[config.mk]
export PLATFORM = sky130hd
export DESIGN_NAME = dhtm_cfg_regs
export DESIGN_NICKNAME = d
export VERILOG_FILES = /design/src/rtl/dhtm_pkg.sv /design/src/rtl/dhtm_cfg_regs.sv
export SDC_FILE = /design/constraint.sdc
export NUM_CORES = 1
export LEC_CHECK = 0
export ABC_AREA = 0
export BUFFER_PORTS_ARGS = -buffer_cell sky130_fd_sc_hd__buf_2
export CORE_ASPECT_RATIO = 1.75
export CORE_MARGIN = 8
export CORE_UTILIZATION = 30
export CTS_CLUSTER_DIAMETER = 100
export DETAILED_ROUTE_END_ITERATION = 8
export SYNTH_ARGS = -nofsm -noshare
export SYNTH_HDL_FRONTEND = slang
export SYNTH_SLANG_ARGS = --single-unit
[constraint.sdc]
create_clock -name clk -period 0.8 [get_ports clk]
set_input_delay 0.24 -clock clk [delete_from_list [all_inputs] [get_ports clk]]
set_output_delay 0.24 -clock clk [all_outputs]
set_load 0.05 [all_outputs]
[src/rtl/dhtm_pkg.sv]
`timescale 1ns / 1ps

package dhtm_pkg;

    localparam int SAMPLE_WIDTH = 16;
    localparam int MARGIN_WIDTH = 15;
    localparam int COUNT_WIDTH  = 16;
    localparam int CFG_DATA_WIDTH  = 16;
    localparam int CFG_INDEX_WIDTH = 2;

    // Comparisons are made one bit wider than the sample so that base plus or
    // minus margin never wraps.
    localparam int CMP_WIDTH = SAMPLE_WIDTH + 1;

    localparam logic FUNC_SAMPLE = 1'b0;
    localparam logic FUNC_TICK   = 1'b1;

    localparam logic [CFG_INDEX_WIDTH-1:0] REG_THRESHOLD_BASE    = 2'd0;
    localparam logic [CFG_INDEX_WIDTH-1:0] REG_HYSTERESIS_MARGIN = 2'd1;
    localparam logic [CFG_INDEX_WIDTH-1:0] REG_DELAY_TICKS       = 2'd2;

    localparam logic [COUNT_WIDTH-1:0] DELAY_RESET = COUNT_WIDTH'(1);

    typedef struct packed {
        logic signed [SAMPLE_WIDTH-1:0] threshold_base;
        logic [MARGIN_WIDTH-1:0]        hysteresis_margin;
        logic [COUNT_WIDTH-1:0]         delay_ticks;
    } cfg_t;

    typedef struct packed {
        logic                           func;
        logic signed [SAMPLE_WIDTH-1:0] sample;
    } item_t;

    typedef struct packed {
        logic state_active;
        logic state_changed;
        logic delay_armed;
        logic hysteresis_return;
    } result_t;

endpackage

[src/rtl/dhtm_cfg_regs.sv]
`timescale 1ns / 1ps

module dhtm_cfg_regs
    import dhtm_pkg::*;
(
    input  logic                       clk,
    input  logic                       rst_n,
    input  logic                       cfg_we,
    input  logic [CFG_INDEX_WIDTH-1:0] cfg_index,
    input  logic [CFG_DATA_WIDTH-1:0]  cfg_data,
    output cfg_t                       cfg
);

    cfg_t cfg_reg;
    cfg_t cfg_next;

    always_comb
    begin
        cfg_next = cfg_reg;
        if (cfg_we)
        begin
            case (cfg_index)
                REG_THRESHOLD_BASE:
                    cfg_next.threshold_base = signed'(cfg_data[SAMPLE_WIDTH-1:0]);
                REG_HYSTERESIS_MARGIN:
                    cfg_next.hysteresis_margin = cfg_data[MARGIN_WIDTH-1:0];
                REG_DELAY_TICKS:
                    cfg_next.delay_ticks = cfg_data[COUNT_WIDTH-1:0];
                default:
                    cfg_next = cfg_reg;
            endcase
        end
    end

    always_ff @(posedge clk or negedge rst_n)
    begin
        if (!rst_n)
        begin
            cfg_reg.threshold_base    <= '0;
            cfg_reg.hysteresis_margin <= '0;
            cfg_reg.delay_ticks       <= DELAY_RESET;
        end
        else
        begin
            cfg_reg <= cfg_next;
        end
    end

    assign cfg = cfg_reg;

endmodule

==> Implementation_results.wiki <==
{| class="wikitable"
! Metric !! Value
|-
| Failing checks || negative setup slack
|-
| Internal power summed over all cells || 5.45 mW
|-
| Antenna Cells || 0
|-
| Cells along the critical path || buf_8
|-
| Path depth of the worst reg2reg path || 2
|-
| Setup crit end kind || primary output
|-
| Residual DRC || 0
|-
| Post-synthesis simple-gate area fraction || 2.32%
|-
| Slowest cell on crit path || sky130_fd_sc_hd__dfstp_2
|-
| Slowest stage delay, CP || 560 ps
|-
| Placer Congestion || 0.773
|-
| Net count of the mapped netlist || 121
|-
| Global Route Usage Sum || 12.6%
|-
| Top-Level Pins || 68
|-
| Worst rel slew slack || 88.3%
|-
| Final Total Pwr || 8.86 mW
|-
| Peak Freq || 0.804 GHz
|-
| Transition at the pin with the smallest max-transition slack || 175 ps
|-
| Worst ir drop on vdd || 1.36 mV
|-
| Global route overflow || 0
|-
| Core Footprint || 0.00579 mm2
|-
| Reg2reg setup slack || -120 ps
|-
| Portion of the post-synthesis area used by sequential elements || 66.1%
|-
| Unrepaired setup endpoints after global routing || yes
|-
| Xor and xnor area share after synthesis || 0%
|-
| Minimum clock period after layout || 1240 ps
|-
| First-pass GRT wire length || 8170 um
|-
| Final worst slack || -445 ps
|-
| Critical path peak fanout || 2
|-
| Synth Instances || 100
|-
| Count of nets left with antenna violations after detail routing || 0
|-
| Die height || 118 um
|-
| Class of the most critical hold timing path || input port to flop
|-
| Logic gate share of total power || 47.3%
|-
| Worst Setup Path Type || flop to primary output
|-
| Area share of fa/ha/maj cells after synthesis || 0%
|-
| TritonCTS buffer count || 5
|-
| Vias in the first global route || 1455
|-
| Type of element launching the critical path || flop
|-
| CP delay by family, top || flip-flops
|-
| Req. time, crit path || 560 ps
|-
| Routed vias/inst || 4.55
|-
| Number of port buffers || 67
|-
| Area Overhead vs Synth || 84.8%
|-
| Fin. Hold Viols || 0
|-
| Multiplexer fraction of the synthesized cell area || 29.7%
|-
| Share of power burned in registers || 37.0%
|-
| Share of total power consumed by net switching || 38.5%
|-
| Wire length reported by the detailed router || 5500 um
|-
| First-pass detailed-route iteration total || 4
|-
| Reg-to-Reg Start || cfg[38]
|-
| Post-synthesis area per instance || 17.8 um2
|-
| Antenna violations before repair || 0
|-
| Die X-Extent || 74.2 um
|-
| Post-Place Worst Slack || -484 ps
|-
| Final clock skew || 0 ps
|-
| Clock-pin slew on the worst setup and hold paths || 90 ps
|-
| P per Cell Area || 2690 mW/mm2
|-
| Synthesized cell area || 0.00178 mm2
|-
| Number of stages on the worst hold path || 2
|-
| Dominant combinational cell family by area after synthesis || multiplexers
|-
| Clock latency at the later pin of the worst-skew pair || 300 ps
|-
| Initial Util || 30.8%
|-
| Share of post-route cells with drive strength above 1 || 94.2%
|-
| TritonCTS clock tree || done
|-
| Outcome || finished with violations
|-
| End point of the worst hold path || cfg[30]
|-
| Routed wire length per instance || 19.4 um
|-
| Buffer depth of the longest clock path || 2
|-
| Hold path startpoint || cfg_data[14]
|-
| Largest register FFs || 47
|-
| Critical path buffers and inverters || 1
|-
| Net Sw Power || 3.41 mW
|-
| Arrival time worst endpoint || 1000 ps
|-
| Die Footprint || 0.00875 mm2
|-
| Final Slew Violations || 0
|-
| Proportion of power drawn by the clock network || 15.6%
|-
| Maximum level of the CTS H-tree || 2
|-
| Commonest non-fill, non-tap cell in the layout || sky130_fd_sc_hd__buf_6
|-
| Synthesized-area fraction occupied by ao, oa, aoi and oai cells || 0%
|-
| Via count || 1292
|-
| Sink Count || 47
|-
| Final setup vio count || 93
|-
| Master cell of the clock root buffer || sky130_fd_sc_hd__clkbuf_8
|-
| Count of yosys warnings during synthesis || 0
|-
| Final worst path period share || 156%
|-
| Number of nets in the layout || 226
|-
| Number of rows in the core area || 37
|-
| Unique masters post-synth || 8
|-
| Number of flip-flops and latches in the synthesized netlist || 47
|-
| R2R Path End || cfg[38]
|-
| Number of max-cap violations || 0
|-
| Top library cells by usage in the layout, fill and taps aside || sky130_fd_sc_hd__buf_6, sky130_fd_sc_hd__mux2_4, sky130_fd_sc_hd__dfrtp_2
|-
| Pleak || 1.61 nW
|-
| Pin count of the biggest net entering global routing || 29
|-
| Count of routing violations after the opening detailed-route iteration || 67
|-
| Post-detail-place hpwl || 3190 um
|}
-- worst max-delay path by stage --
stage / from / depth (start not counted) / to / slack (ps)
5_1_grt: cfg[0] / 1 / cfg[0] / -480
2_1_floorplan: cfg_index[0] / 3 / cfg[31] / -390
6_report: cfg[0] / 1 / cfg[0] / -440
3_5_place_dp: cfg_index[0] / 4 / cfg[44] / -480
3_3_place_gp: cfg_index[0] / 4 / cfg[40] / -450
4_1_cts: cfg[0] / 1 / cfg[0] / -470
-- routing by layer --
metal  part of all wire, %  up-vias  track usage, %  routed length (um)
met5                     0        -               0                   0
met1                    39      667            13.7                2140
met4                   1.8        0            5.43                  99
met2                    52       51            21.2                2860
li1                      -      566               -                   -
met3                   7.3        8            4.01                 399
-- Yosys cell counts (all sizes together) --
| master | number | area, um2 |
|---|---|---|
| clkbuf | 1 | 13.8 |
| nor3b | 1 | 18.8 |
| buf | 2 | 18.8 |
| nand3b | 2 | 22.5 |
| dfrtp | 46 | 1150 |
| dfstp | 1 | 26.3 |
| mux2 | 47 | 529 |
-- layout make-up --
cell class                      instances  area, um2
Fill cell                             415       2500
Sequential cell                        47       1220
Timing Repair Buffer                  101       1120
Multi-Input combinational cell         50        764
Tap cell                               78       97.6
Clock buffer                            6       72.6
Clock inverter                          2       12.5
-- what timing repair did --
action	in CTS	in global routing
setup buffers	12	17
endpoints found under the hold margin	46	0
setup endpoints to repair	93	94
resized for setup	151	14
pin swaps	1	0
gates cloned	3	0
hold buffers	1	0
-- through the flow --
stage / hold slack [ps] / TNS, ps / utilization [%] / instance area [um2] / cells
global route: 180 / -20770 / 56.8 / 3290 / 284
global placement: 223 / -21020 / 41.5 / 2400 / 249
CTS: 180 / -18510 / 55.1 / 3190 / 273
floorplan: -55.6 / -11380 / - / 1890 / 100
finish: 200 / -18770 / 56.8 / 3290 / 284
detailed placement: 227 / -21880 / 41.5 / 2400 / 249
-- power by group through the flow --
stage	clock network, mW	registers [mW]	logic, mW
after CTS	1.44	3.26	3.96
after global placement	0	3.14	2.91
after detailed placement	0	3.17	2.94
final	1.39	3.28	4.19
after floorplan	0	4.78	0.528
after global routing	1.54	3.33	4.33
-- cells by family (layout without fill, tap and decap cells) --
kind of cell  after synthesis  count (layout)
buf+inv                     3             109
flops                      47              47
mux                        47              47
simple gates                3               3
Power figures use the tool's default switching activity.
