===== src/rtl/dhtm_pkg.sv =====
`timescale 1ns / 1ps

package dhtm_pkg;

    localparam int SAMPLE_WIDTH = 16;
    localparam int MARGIN_WIDTH = 15;
    localparam int COUNT_WIDTH  = 16;
    localparam int CFG_DATA_WIDTH  = 16;
    localparam int CFG_INDEX_WIDTH = 2;

    // Comparisons are made one bit wider than the sample so that base plus or
    // minus margin never wraps.
    localparam int CMP_WIDTH = SAMPLE_WIDTH + 1;

    localparam logic FUNC_SAMPLE = 1'b0;
    localparam logic FUNC_TICK   = 1'b1;

    localparam logic [CFG_INDEX_WIDTH-1:0] REG_THRESHOLD_BASE    = 2'd0;
    localparam logic [CFG_INDEX_WIDTH-1:0] REG_HYSTERESIS_MARGIN = 2'd1;
    localparam logic [CFG_INDEX_WIDTH-1:0] REG_DELAY_TICKS       = 2'd2;

    localparam logic [COUNT_WIDTH-1:0] DELAY_RESET = COUNT_WIDTH'(1);

    typedef struct packed {
        logic signed [SAMPLE_WIDTH-1:0] threshold_base;
        logic [MARGIN_WIDTH-1:0]        hysteresis_margin;
        logic [COUNT_WIDTH-1:0]         delay_ticks;
    } cfg_t;

    typedef struct packed {
        logic                           func;
        logic signed [SAMPLE_WIDTH-1:0] sample;
    } item_t;

    typedef struct packed {
        logic state_active;
        logic state_changed;
        logic delay_armed;
        logic hysteresis_return;
    } result_t;

endpackage


===== src/rtl/dhtm_core.sv =====
`timescale 1ns / 1ps

module dhtm_core
    import dhtm_pkg::*;
(
    input  logic    clk,
    input  logic    rst_n,
    input  cfg_t    cfg,
    input  logic    advance,
    input  item_t   stage_item,
    output result_t res
);

    logic                   active_reg,  active_next;
    logic                   pending_reg, pending_next;
    logic                   armed_reg,   armed_next;
    logic [COUNT_WIDTH-1:0] elapsed_reg, elapsed_next;
    logic                   mode_reg,    mode_next;
    logic                   changed;

    logic signed [CMP_WIDTH-1:0] base_ext;
    logic signed [CMP_WIDTH-1:0] margin_ext;
    logic signed [CMP_WIDTH-1:0] upper;
    logic signed [CMP_WIDTH-1:0] lower;
    logic signed [CMP_WIDTH-1:0] thr;
    logic signed [CMP_WIDTH-1:0] y_ext;
    logic [COUNT_WIDTH:0]        elapsed_inc;
    logic [COUNT_WIDTH-1:0]      limit;
    logic                        expire;

    assign base_ext    = CMP_WIDTH'(cfg.threshold_base);
    assign margin_ext  = signed'(CMP_WIDTH'(cfg.hysteresis_margin));
    assign upper       = base_ext + margin_ext;
    assign lower       = base_ext - margin_ext;
    assign thr         = mode_reg ? lower : base_ext;
    assign y_ext       = CMP_WIDTH'(stage_item.sample);
    assign elapsed_inc = {1'b0, elapsed_reg} + (COUNT_WIDTH+1)'(1);
    assign limit       = (cfg.delay_ticks == '0) ? COUNT_WIDTH'(1) : cfg.delay_ticks;
    assign expire      = elapsed_inc >= {1'b0, limit};

    always_comb
    begin
        active_next  = active_reg;
        pending_next = pending_reg;
        armed_next   = armed_reg;
        elapsed_next = elapsed_reg;
        mode_next    = mode_reg;
        changed      = 1'b0;
        case (stage_item.func)
            FUNC_TICK:
            begin
                if (armed_reg)
                begin
                    if (expire)
                    begin
                        active_next  = pending_reg;
                        changed      = 1'b1;
                        armed_next   = 1'b0;
                        elapsed_next = '0;
                    end
                    else
                    begin
                        elapsed_next = elapsed_inc[COUNT_WIDTH-1:0];
                    end
                end
            end
            FUNC_SAMPLE:
            begin
                if (!active_reg)
                begin
                    if (y_ext > upper && !armed_reg)
                    begin
                        armed_next   = 1'b1;
                        elapsed_next = '0;
                        pending_next = 1'b1;
                        mode_next    = 1'b0;
                    end
                    else if (y_ext > base_ext && !armed_reg)
                    begin
                        armed_next   = 1'b1;
                        elapsed_next = '0;
                        pending_next = 1'b1;
                        mode_next    = 1'b1;
                    end
                    else if (y_ext <= base_ext && armed_reg)
                    begin
                        armed_next   = 1'b0;
                        elapsed_next = '0;
                        pending_next = 1'b0;
                    end
                end
                else
                begin
                    if (y_ext <= thr && !armed_reg)
                    begin
                        armed_next   = 1'b1;
                        elapsed_next = '0;
                        pending_next = 1'b0;
                    end
                    else if (y_ext > thr && armed_reg)
                    begin
                        armed_next   = 1'b0;
                        elapsed_next = '0;
                        pending_next = 1'b1;
                    end
                end
            end
            default:
            begin
                changed = 1'b0;
            end
        endcase
    end

    always_ff @(posedge clk or negedge rst_n)
    begin
        if (!rst_n)
        begin
            active_reg  <= 1'b0;
            pending_reg <= 1'b0;
            armed_reg   <= 1'b0;
            elapsed_reg <= '0;
            mode_reg    <= 1'b0;
        end
        else if (advance)
        begin
            active_reg  <= active_next;
            pending_reg <= pending_next;
            armed_reg   <= armed_next;
            elapsed_reg <= elapsed_next;
            mode_reg    <= mode_next;
        end
    end

    assign res.state_active      = active_next;
    assign res.state_changed     = changed;
    assign res.delay_armed       = armed_next;
    assign res.hysteresis_return = mode_next;

endmodule


===== config.mk =====
export PLATFORM = sky130hd
export DESIGN_NAME = dhtm_core
export DESIGN_NICKNAME = d
export VERILOG_FILES = /design/src/rtl/dhtm_pkg.sv /design/src/rtl/dhtm_core.sv
export SDC_FILE = /design/constraint.sdc
export NUM_CORES = 1
export LEC_CHECK = 0
export ABC_AREA = 0
export BUFFER_PORTS_ARGS = -buffer_cell sky130_fd_sc_hd__buf_4
export CAP_MARGIN = 20
export CORE_MARGIN = 3
export CORE_UTILIZATION = 54
export CTS_BUF_LIST = sky130_fd_sc_hd__clkbuf_4 sky130_fd_sc_hd__clkbuf_8 sky130_fd_sc_hd__clkbuf_16
export CTS_CLUSTER_SIZE = 25
export DETAILED_ROUTE_END_ITERATION = 6
export HOLD_SLACK_MARGIN = 0.03
export PLACE_DENSITY = 0.77
export SYNTH_ARGS = -nofsm -noshare
export SYNTH_HDL_FRONTEND = slang
export SYNTH_SLANG_ARGS = --single-unit

===== constraint.sdc =====
create_clock -name clk -period 4.4 [get_ports clk]
set_input_delay 0.44 -clock clk [delete_from_list [all_inputs] [get_ports clk]]
set_output_delay 0.44 -clock clk [all_outputs]
set_load 0.02 [all_outputs]

==> run_results.csv <==
group,metric,value,unit
run_status,status,"finished, violations left",
run_status,violations,"setup timing",
synth,synth.mux.area_fraction,0.0251,
power_and_ir_drop,finalPower,1.48,mW
synth,synth_top_area_frac,0.284,
cells_and_area,n_antenna_cell,0,
floorplanning,die_area,9550,um^2
floorplanning,initial_core_util,0.573,
cts,cts_tree,"done",
global_routing,antenna_found_initial,0,
critical_path,cp_slowest_cell,"fa_2",
critical_path,end_kind,"primary output",
floorplanning,die_h,97.7,um
synth,synth_cell_type_count,59,
cts,cts_max_path_buffers,2,
sta,drv_slew,0,
cells_and_area,fillers,608,
synth,yosys.area.top_type,"ha_1",
routing,ant_nets,0,
cells_and_area,final_core_util,0.746,
synth,ys_warn_count,0,
cts,h-tree-depth,1,
cts,clock_sink_count,20,
synth,syn_area,4540,um^2
critical_path,cp.arrival,4.47,ns
global_routing,grt_pass1_vias,4637,
global_routing,grt_overflow,0,
sta,rsz0062_at_grt,"yes",
synth,yosys.area_share.simple,0.202,
routing,viasPerCell,5.78,
global_routing,grt_use_total,0.254,
critical_path,reg2reg_setup_slack,0.46,ns
synth,synth_compound_area_frac,0.216,
cells_and_area,syn2layout_area_growth,30.2,%
critical_path,worstPathRequired,3.96,ns
floorplanning,die_w,97.7,um
global_routing,grt_max_degree,26,
place,port_buffers,70,
synth,synth_top_family_by_area,"adder cells",
sta,fmax,204,MHz
cts,clkTransAtPathRegs,0.07,ns
cts,clock_latency,0.26,ns
sta,finalHoldViolations,0,
cells_and_area,fin_nets,891,
routing,wl_per_cell,15.2,um
synth,synth_area_leaders,"ha_1 (28%), dfrtp_1 (11%), inv_1 (5.9%)",
critical_path,rr_worst_depth,15,
global_routing,grt_pass1_wl,20800,um
cells_and_area,seq_area,502,um^2
place,place_hpwl,10100,um
synth,synth.yosys.seq_area_share,0.110,
power_and_ir_drop,irDropWorstVdd,138,uV
synth,synth_flop_cell,"dfrtp_1",
cts,cts_root_buf,"clkbuf_8",
cts,cts_buffers,3,
worst_hold_path,hold_path.class,"input port to async pin",
routing,dr.pass1.iters,6,
cts,holdBufCountCts,0,
synth,synth_cells,589,
sta,setup_ws,-0.514,ns
floorplanning,io_pins,71,
critical_path,slowest_delay,0.34,ns
routing,drtIter0Drc,168,
synth,synth_seq_cells,20,
synth,synth_edf_count,0,
routing,route.detailed.drc,0,
floorplanning,row_count,32,
run,max_cap_viol_count,0,
synth,yosys-top-cells-count,"ha_1 (103), inv_1 (72), nor2_1 (45)",
cells_and_area,layout-drive-gt1-share,0.269,
sta,worst_pin_slew,1.11,ns
critical_path,r2r-start,"elapsed_reg[1]",
critical_path,crit_path_start_kind,"input port",
routing,vias,4738,
synth,synth_xor_area_frac,0.0713,
floorplanning,core,7930,um^2
critical_path,crit_type,"input port to primary output",
cells_and_area,multi_input_area,3820,um^2
sta,slew_headroom,0.257,
sta,finalSetupViolCount,20,
sta,fin_skew,0.00211,ns
synth,syn-num-nets,761,
synth,async_flop_share,1.00,
routing,routed_wl,12500,um
power_and_ir_drop,powerDensity,251,nW/um^2
cells_and_area,largest_reg_flops,16,
critical_path,path_max_fanout,3,
place,globalplace.congestion,0.926,
sta,fin_crit,4.91,ns
synth,yosysMostFrequentCell,"ha_1",
synth,syn-mean-instance-area,7.71,um^2
critical_path,reg2reg_to,"elapsed_reg[6]",
sta,fin_crit_sh,1.12,
synth,synth_fa_ha_area_frac,0.292,
power_and_ir_drop,p_leak,3.08,nW
stage by stage:
stage / area [um^2] / std cells / TNS (ns) / worst slack [ns] / hold WS (ns)
global placement: 5620 / 804 / -6.16 / -0.479 / 0.333
CTS: 5820 / 814 / -2.16 / -0.436 / 0.0499
detailed placement: 5620 / 804 / -9.24 / -0.660 / 0.335
floorplan: 4570 / 589 / -0.183 / -0.171 / 0.144
finish: 5920 / 820 / -4.63 / -0.514 / 0.0481
global route: 5920 / 820 / -9.62 / -0.756 / 0.0565
layout make-up:
| cell class | instances | area share |
|---|---|---|
| multi-input cells | 476 | 0.646 |
| repair buffers | 146 | 0.192 |
| inverters | 72 | 0.0461 |
| clock buffers | 4 | 0.00931 |
| well taps | 102 | 0.0216 |
| flip-flops and latches | 20 | 0.0848 |
timing repair:
item	4_1_cts	5_1_grt
setup endpoints to repair	20	23
buffers inserted	6	6
pin swaps	18	6
resized for setup	25	13
layout by cell type (no fill, tap or decap), types with 3 or more instances in the layout:
| master | count |
|---|---|
| a211oi_1 | 3 |
| a21o_1 | 16 |
| a21oi_1 | 30 |
| a21oi_2 | 3 |
| a31oi_1 | 3 |
| and2_1 | 3 |
| and3_1 | 7 |
| buf_4 | 138 |
| buf_6 | 6 |
| clkbuf_8 | 4 |
| dfrtp_1 | 19 |
| ha_1 | 99 |
| inv_1 | 69 |
| mux2_2 | 3 |
| mux2i_1 | 8 |
| nand2_1 | 30 |
| nand2b_1 | 17 |
| nand3_1 | 16 |
| nand4_1 | 14 |
| nor2_1 | 43 |
| nor2b_1 | 9 |
| nor3_1 | 11 |
| nor4_1 | 8 |
| o211ai_1 | 5 |
| o21a_1 | 9 |
| o21ai_0 | 16 |
| o21ai_1 | 12 |
| o21bai_1 | 5 |
| o31a_1 | 4 |
| o31ai_1 | 8 |
| or3_1 | 6 |
| xnor2_1 | 29 |
| xor2_1 | 7 |
metal layers:
metal  wire, um  up-vias  global-route usage
li1           -     2349                   -
met1       5540     2230               0.336
met2       6070      143               0.455
met3        742       16              0.0316
met4        116        0              0.0298
met5          0        -                   0
power breakdown:
| group | internal [mW] | switching (mW) |
|---|---|---|
| Sequential | 0.208 | 0.0321 |
| Clock | 0.0797 | 0.0632 |
| Combinational | 0.547 | 0.553 |
worst max-delay path by stage:
stage / start / to / cells past startpoint
2_1_floorplan: cfg[31] / pending_reg / 25
3_3_place_gp: cfg[16] / pending_reg / 25
3_5_place_dp: cfg[31] / pending_reg / 26
4_1_cts: cfg[31] / res[1] / 27
5_1_grt: cfg[31] / res[1] / 27
6_report: cfg[31] / res[1] / 27
critical path, delay by kind of cell:
family	cells	cell delay, ns
compound gates	13	2.18
fa+ha+maj	4	0.94
buf+inv	4	0.33
simple gates	6	0.59
kinds of logic after synthesis:
| group | count (synthesis) |
|---|---|
| simple gates | 180 |
| compound gates | 143 |
| mux | 11 |
| flops | 20 |
| buf+inv | 93 |
| fa+ha+maj | 105 |
| xor+xnor | 37 |
Power figures use the tool's default switching activity.
